--- config.mk ---
export PLATFORM = sky130hd
export DESIGN_NAME = mqs_ram
export DESIGN_NICKNAME = d
export VERILOG_FILES = /design/src/hdl/mqs_ram.sv
export SDC_FILE = /design/constraint.sdc
export NUM_CORES = 1
export LEC_CHECK = 0
export BUFFER_PORTS_ARGS = -buffer_cell sky130_fd_sc_hd__buf_2
export CAP_MARGIN = 20
export CORE_MARGIN = 3
export CORE_UTILIZATION = 30
export DETAILED_ROUTE_END_ITERATION = 8
export SETUP_SLACK_MARGIN = 0.05
export SLEW_MARGIN = 20
export SYNTH_ARGS = -nofsm -noshare
export SYNTH_HDL_FRONTEND = slang
export SYNTH_SLANG_ARGS = --single-unit
--- constraint.sdc ---
create_clock -name clk -period 3 [get_ports clk]
set_clock_uncertainty 0.2 [all_clocks]
set_input_delay 0.15 -clock clk [delete_from_list [all_inputs] [get_ports clk]]
set_output_delay 0.15 -clock clk [all_outputs]
set_load 0.005 [all_outputs]
--- src/hdl/mqs_ram.sv ---
module mqs_ram #(
  parameter int Width = 8,
  parameter int Depth = 64
) (
  input  logic                     clk,
  input  logic                     we,
  input  logic [$clog2(Depth)-1:0] waddr,
  input  logic [Width-1:0]         wdata,
  input  logic [$clog2(Depth)-1:0] raddr,
  output logic [Width-1:0]         rdata
);
  logic [Width-1:0] mem [Depth];
  always_ff @(posedge clk) begin
    if (we) mem[waddr] <= wdata;
    rdata <= mem[raddr];
  end
endmodule

==> results.md, run 1 <==
- Outcome: complete, no violations
- Metal-1 WL: between 20,000 and 25,000 um
- Most frequent cells in the layout: 512 x edfxtp_1, 126 x mux4_2, 105 x buf_4
- H-tree depth: 2
- DR WL/cell: ~23 um
- Layout cell share with drive strength beyond 1: 0.3063
- Metal2 WL: 22,060 um
- Worst Hold Class: input pin to flip-flop
- DR vias: between 9,000 and 10,000
- Port Buffers: 29
- Slowest-stage cell, CP: dlygate4sd3_1
- Largest net degree at the start of global routing: between 60 and 70
- Clk_lat worst skew: 590 ps
- Final Util: 0.3587
- Area taken by multi-input logic gates: 0.004315 sq mm
- Final WL: ~46,000 um
- Initial Util: 0.3046
- FF+latch area: 0.01553 sq mm
- IO Pins: 30
- Crit path capture: mem[49][4]
- Critical path data arrival time: 2520 ps
- Crit path kind: input pin to flip-flop
- Worst-Margin Slew: 872.5 ps
- Final setup TNS: 0 ps
- Vias per cell: 4.910
- Crit share post-route: 0.8098
- Die width: 265.3 um
- Cells on worst reg2reg path: 5
- Final Hold Vio Count: 0
- Syn_nets: 962
- Distinct cells, synth: 40
- CP bufs+invs: 3
- Total die area: 0.07037 sq mm
- Crit Path Max Fanout: 7
- First-pass GRT wire length: around 70,000 um
- Fillers: 6,078
- CTS Buf Count: 50
- Vias in the first global route: 10,190
- Most common cell after layout, fill and taps aside: edfxtp_1
- Remaining DRCs: 0
- Clock transition at path regs: 60 ps
- Crit-path max cell delay: around 630 ps
- Worst path depth: 6
- IR drop worst, VDD: 0.0003765 V
- Worst-path cell chain: buf_2 -> nor2b_1 -> nand4_1 -> dlygate4sd3_1 -> nor3_1 -> buf_4
- CP required: about 3100 ps
- CTS max path bufs: 3
- Antenna Nets Post-Route: 0
- Area growth, synth to finish: 17.78%
- Core ar.: 0.06622 sq mm
- Cell Rows: 94
- Post-route minimum period: between 2000 and 2500 ps
- CTS tree: built
- Worst r2r src: mem[24][4]
- Ant diodes: 0
- 1st-iter DRT viols: a little under 800
- CP startpoint kind: input pin
- Final setup fails: 0
- Routability cong.: 0.7656
- Achievable Freq: 411.6 MHz
- Synth Warn #: 0
- Seq cells post-synth: 520
- Setup crit end kind: flip-flop
- RR Endpoint: rdata[4]
- Initial antenna violation count: 3
- Max_cap viols: 0
- Highest metal used: met5
- Total GRT Usage: 0.1338
- Fin nets: 1,115
- DP HPWL: 29,800 um
- Worst slew margin: 0.4183
- Syn Inst Count: 940
- Unrepaired setup endpoints after global routing: false
- Pre-antenna DRT Iters: 5
- Worst Setup SP: waddr[5]
- Synth Area per Inst: between 20 and 25 sq um
- Grt total ovfl: 0
- Die Y: 265.3 um
- Slew Limit Fails: 0
- Wire length on met3: 2779 um
- Delay-heaviest family, CP: simple AND/OR/NAND/NOR gates
- Setup Fix Bufs, Post-CTS: 0
- Pwr per Cell Area: roughly 640 mW/mm^2
- Register area share after synthesis: 0.7703
- CTS root buf: clkbuf_16
- Setup slack, reg-to-reg: about 700 ps
- TritonCTS Sinks: 520
- Post-Synthesis Cell Area: between 0.02 and 0.025 sq mm
- Leak pwr: 0.007514 uW
sequential cells by signal, indices dropped and copies added, names as in the netlist:
| name | count |
|---|---|
| rdata | 8 |
| mem | 512 |
worst min-delay path, cell delays in order:
cell	delay [ps]
buf_2	160
nand2_1	240
nor2_1	100
synth_stat cells:
cell / instances / area [sq um]
nor2b_1: 14 / 87.58
a221oi_1: 6 / 52.55
o41ai_1: 2 / 17.52
o21ai_1: 2 / 10.01
buf_2: 11 / 55.05
nor4_1: 2 / 12.51
mux4_2: 126 / 2838
nand4_1: 2 / 12.51
dfxtp_1: 8 / 160.2
o21a_1: 2 / 15.01
o21ai_0: 2 / 10.01
buf_4: 13 / 97.59
mux2i_1: 23 / 230.2
a2111oi_0: 2 / 17.52
nor3_1: 7 / 35.03
buf_12: 2 / 40.04
nand3b_1: 3 / 22.52
buf_1: 4 / 15.01
edfxtp_1: 512 / 15370
o22ai_1: 8 / 50.05
clkbuf_1: 17 / 63.81
nand2b_1: 7 / 43.79
nand3_1: 13 / 65.06
buf_6: 4 / 45.04
and2_1: 1 / 6.260
or3_1: 1 / 6.260
o221a_2: 2 / 22.52
a21oi_1: 3 / 15.01
o32ai_1: 2 / 17.52
nand4b_1: 1 / 8.760
nand2_1: 19 / 71.32
mux2_2: 13 / 146.4
o2111ai_1: 3 / 26.28
nor2_1: 83 / 311.6
o221ai_1: 8 / 70.07
a22oi_1: 3 / 22.52
o2bb2ai_1: 3 / 26.28
a31oi_1: 1 / 6.260
a211oi_1: 4 / 30.03
o311ai_1: 1 / 8.760
routing by layer:
layer / vias up / global-route usage
li1: 4227 / -
met1: 5193 / 0.1863
met3: 83 / 0.02886
met4: 4 / 0.04202
met5: - / 0
met2: 298 / 0.2112
layout make-up:
class,instances,area share
repair buffers,152,0.05020
multi-input cells,369,0.1817
clock inverters,31,0.01143
clock buffers,61,0.05710
flip-flops and latches,520,0.6541
well taps,864,0.04551
report_power, final:
| part | switching [uW] | internal, uW | total (uW) |
|---|---|---|---|
| combinational | 461 | 311 | 772 |
| clock | 2610 | 3630 | 6240 |
| sequential | 28.1 | 8040 | 8070 |
| total | 3100 | 12000 | 15100 |
worst min path at each step:
stage          depth (start not counted)  startpoint         end
6_report                               3    waddr[3]  mem[15][1]
5_1_grt                                3    waddr[3]  mem[14][1]
4_1_cts                                3    waddr[3]  mem[15][1]
3_5_place_dp                           1    rdata[0]    rdata[0]
3_3_place_gp                           1    rdata[0]    rdata[0]
2_1_floorplan                          0    wdata[0]   mem[0][0]
stage by stage:
stage / std cells / total power [uW] / worst slack [ps] / hold WS (ps) / instance area, sq um
4_1_cts: 1995 / 15240 / 633.7 / 42.15 / 23730
6_report: 1997 / 15080 / 570.5 / 55.96 / 23750
5_1_grt: 1997 / 15580 / 476.5 / 77.52 / 23750
3_5_place_dp: 1888 / 8991 / 371.1 / 384.9 / 21950
3_3_place_gp: 1888 / 8978 / 338.2 / 396.2 / 21950
2_1_floorplan: 940 / 8637 / 982.3 / 48.87 / 20170
cells by family (layout without fill, tap and decap cells):
family | after synthesis | after routing | share of synthesized area
AND/OR/NAND/NOR | 153 | 153 | 0.03387
buffers and inverters | 51 | 244 | 0.01570
AO/OA/AOI/OAI | 54 | 54 | 0.02072
multiplexers | 162 | 162 | 0.1594
flip-flops | 520 | 520 | 0.7703
what timing repair did:
action / 4_1_cts / 5_1_grt
hold buffers: 15 / 2
gates resized for setup: 0 / 0
endpoints found under the hold margin: 209 / 128
endpoints found under the setup margin: 0 / 0
(Power assumes the default switching activity.)
==> run 2: changes to the inputs <==
clock period = 2.2 ns   (was 3 ns; I/O delays follow)
==> run 2 against run 1 <==
  * Power up 35%
  * Sequential power up 36%
  * Routed wire length up 0.52%
  * Clock-buffer cell count unchanged
  * Final area up 1.3%
  * Die area unchanged
  * Combinational power up 48%
  * Core utilization up 0.48 points
  * Final cell count up 1.9%
  * Hold slack worse by 6.6 ps
  * Flip-flop and latch count unchanged
  * First-iteration DRC count up 11%
  * Largest cell class unchanged
==> results.md, run 2 (same netlist as run 1, synthesis figures left out) <==
- Worst slew margin: 0.5196
- Final WL: 46,700 um
- Slew Limit Fails: 0
- Worst slack, placed: -353.3 ps
- Post-route minimum period: approximately 2100 ps
- WHS: 49.35 ps
- Dpl cell area: 0.02235 sq mm
- Die width: around 270 um
- Setup crit end kind: flip-flop
- Core ar.: 0.06622 sq mm
- Worst Hold Class: input pin to flip-flop
- Internal Power: 16,160 uW
- Vias per cell: 4.902
- Most frequent cells in the layout: 512 x edfxtp_1, 135 x buf_4, 126 x mux4_2
- Pre-antenna DRT Iters: 5
- Slowest-stage cell, CP: mux4_2
- Layout cell share with drive strength beyond 1: 0.3319
- Fillers: around 6,000
- IO Pins: 30
- Die Y: between 200 and 300 um
- CP required: 2460 ps
- CP startpoint kind: flip-flop
- Pwr per Cell Area: 846.4 mW/mm^2
- Total GRT Usage: 0.1340
- Clock transition at path regs: 60 ps
- Most common cell after layout, fill and taps aside: edfxtp_1
- DP HPWL: 30,230 um
- Total die area: just over 0.07 sq mm
- Largest net degree at the start of global routing: 65
- Remaining DRCs: 0
- H-tree depth: 2
- Placed insts: 1,928
- Leak pwr: around 0.0077 uW
- Initial antenna violation count: 2
- Final setup fails: 0
- Max_cap viols: 0
- Crit-path max cell delay: around 550 ps
- Crit share post-route: 0.9553
- Clk_lat worst skew: slightly below 600 ps
- CTS Buf Count: 50
- Switch share: 0.2069
- Final Util: 0.3635
- Outcome: complete, no violations
- Port Buffers: 29
- CTS root buf: clkbuf_16
- Layout Cells excl Fill: 2,034
- Achievable Freq: 475.8 MHz
- Logic gate share of total power: 0.056
- Unrepaired setup endpoints after global routing: false
- Regs by FF count: mem x512, rdata x8
- Reg power frac: 0.540
- Final setup margin: 98.34 ps
- Routability cong.: a little under 0.8
- DR WL/cell: about 23 um
- Switch Pwr: 4215 uW
- Worst-path cell chain: mux4_2 -> mux4_2 -> nor2_4 -> nor3_1 -> o2bb2ai_1
- Vias in the first global route: 10,380
- Worst-Margin Slew: 720.7 ps
- Critical path data arrival time: between 2000 and 2500 ps
- IR drop worst, VDD: 0.0005159 V
- Number of flip-flops in the largest register: 512
- Fin nets: between 1,000 and 1,500
- Grt total ovfl: 0
- CTS tree: built
- Fin area: 0.02407 sq mm
- Largest register by flop count: mem
- Clock share of power: 0.405
- Crit Path Max Fanout: 1
- TritonCTS Sinks: 520
- Crit path top cell by count: mux4_2
- Cell Rows: 94
- 1st-iter DRT viols: 871
- DR vias: 9,970
- Final Hold Vio Count: 0
- Initial Util: 0.3046
- Area growth, synth to finish: 19.36%
- First-pass GRT wire length: 69,550 um
- Crit path kind: flip-flop to flip-flop
- CTS max path bufs: 3
- Antenna Nets Post-Route: 0
[run 2: path summary, 6_finish.rpt]
path	from	endpoint	slack, ps	depth (start not counted)
setup reg to reg	mem[15][1]	rdata[1]	100	5
hold reg to reg	mem[30][4]	rdata[4]	670	3
hold / removal	we	mem[54][4]	50	4
setup / recovery	mem[15][1]	rdata[1]	100	5
[run 2: timing repair]
| action | in CTS | in global routing |
|---|---|---|
| hold buffers | 13 | 0 |
| resized for setup | 3 | 3 |
| cloned | 0 | 0 |
| endpoints found under the hold margin | 378 | 0 |
| buffers inserted | 0 | 0 |
| setup endpoints to repair | 3 | 3 |
[run 2: cell type report]
| cell class | instances | area, sq um | area share |
|---|---|---|---|
| sequential | 520 | 15530 | 0.6454 |
| multi-input combinational | 369 | 4342 | 0.1804 |
| timing repair buffer | 188 | 1548 | 0.06430 |
| clock buffer | 61 | 1314 | 0.05458 |
| tap | 864 | 1081 | 0.04491 |
| clock inverter | 31 | 250.2 | 0.01040 |
| antenna | 1 | 2.502 | 0.0001040 |
[run 2: worst max-delay path, delay by kind of cell, from the launching register on]
kind	cells	cell delay, ps
and+or+nand+nor	2	210
DFF	1	370
muxes	2	1040
AOI/OAI and AO/OA	1	160
[run 2: through the flow]
stage	power (uW)	TNS [ps]
2_1_floorplan	11780	0
3_3_place_gp	12310	-1628
3_5_place_dp	12330	-1715
4_1_cts	20570	0
5_1_grt	21040	0
6_report	20380	0
[run 2: power by group through the flow]
| stage | combinational (uW) | clock [uW] | sequential, uW |
|---|---|---|---|
| after global routing | 1220 | 8820 | 11000 |
| after CTS | 1150 | 8420 | 11000 |
| after detailed placement | 1120 | 0 | 11200 |
| final | 1140 | 8240 | 11000 |
| after floorplan | 584 | 0 | 11200 |
| after global placement | 1110 | 0 | 11200 |
[run 2: metal layers]
layer / up-vias / share of wire / track usage / wire length, um
met5: - / 0.00028 / 0 / 13
met4: 2 / 0.026 / 0.04202 / 1216
met3: 67 / 0.059 / 0.02729 / 2751
met2: 295 / 0.49 / 0.2179 / 22800
met1: 5294 / 0.43 / 0.1820 / 19920
li1: 4312 / - / - / -
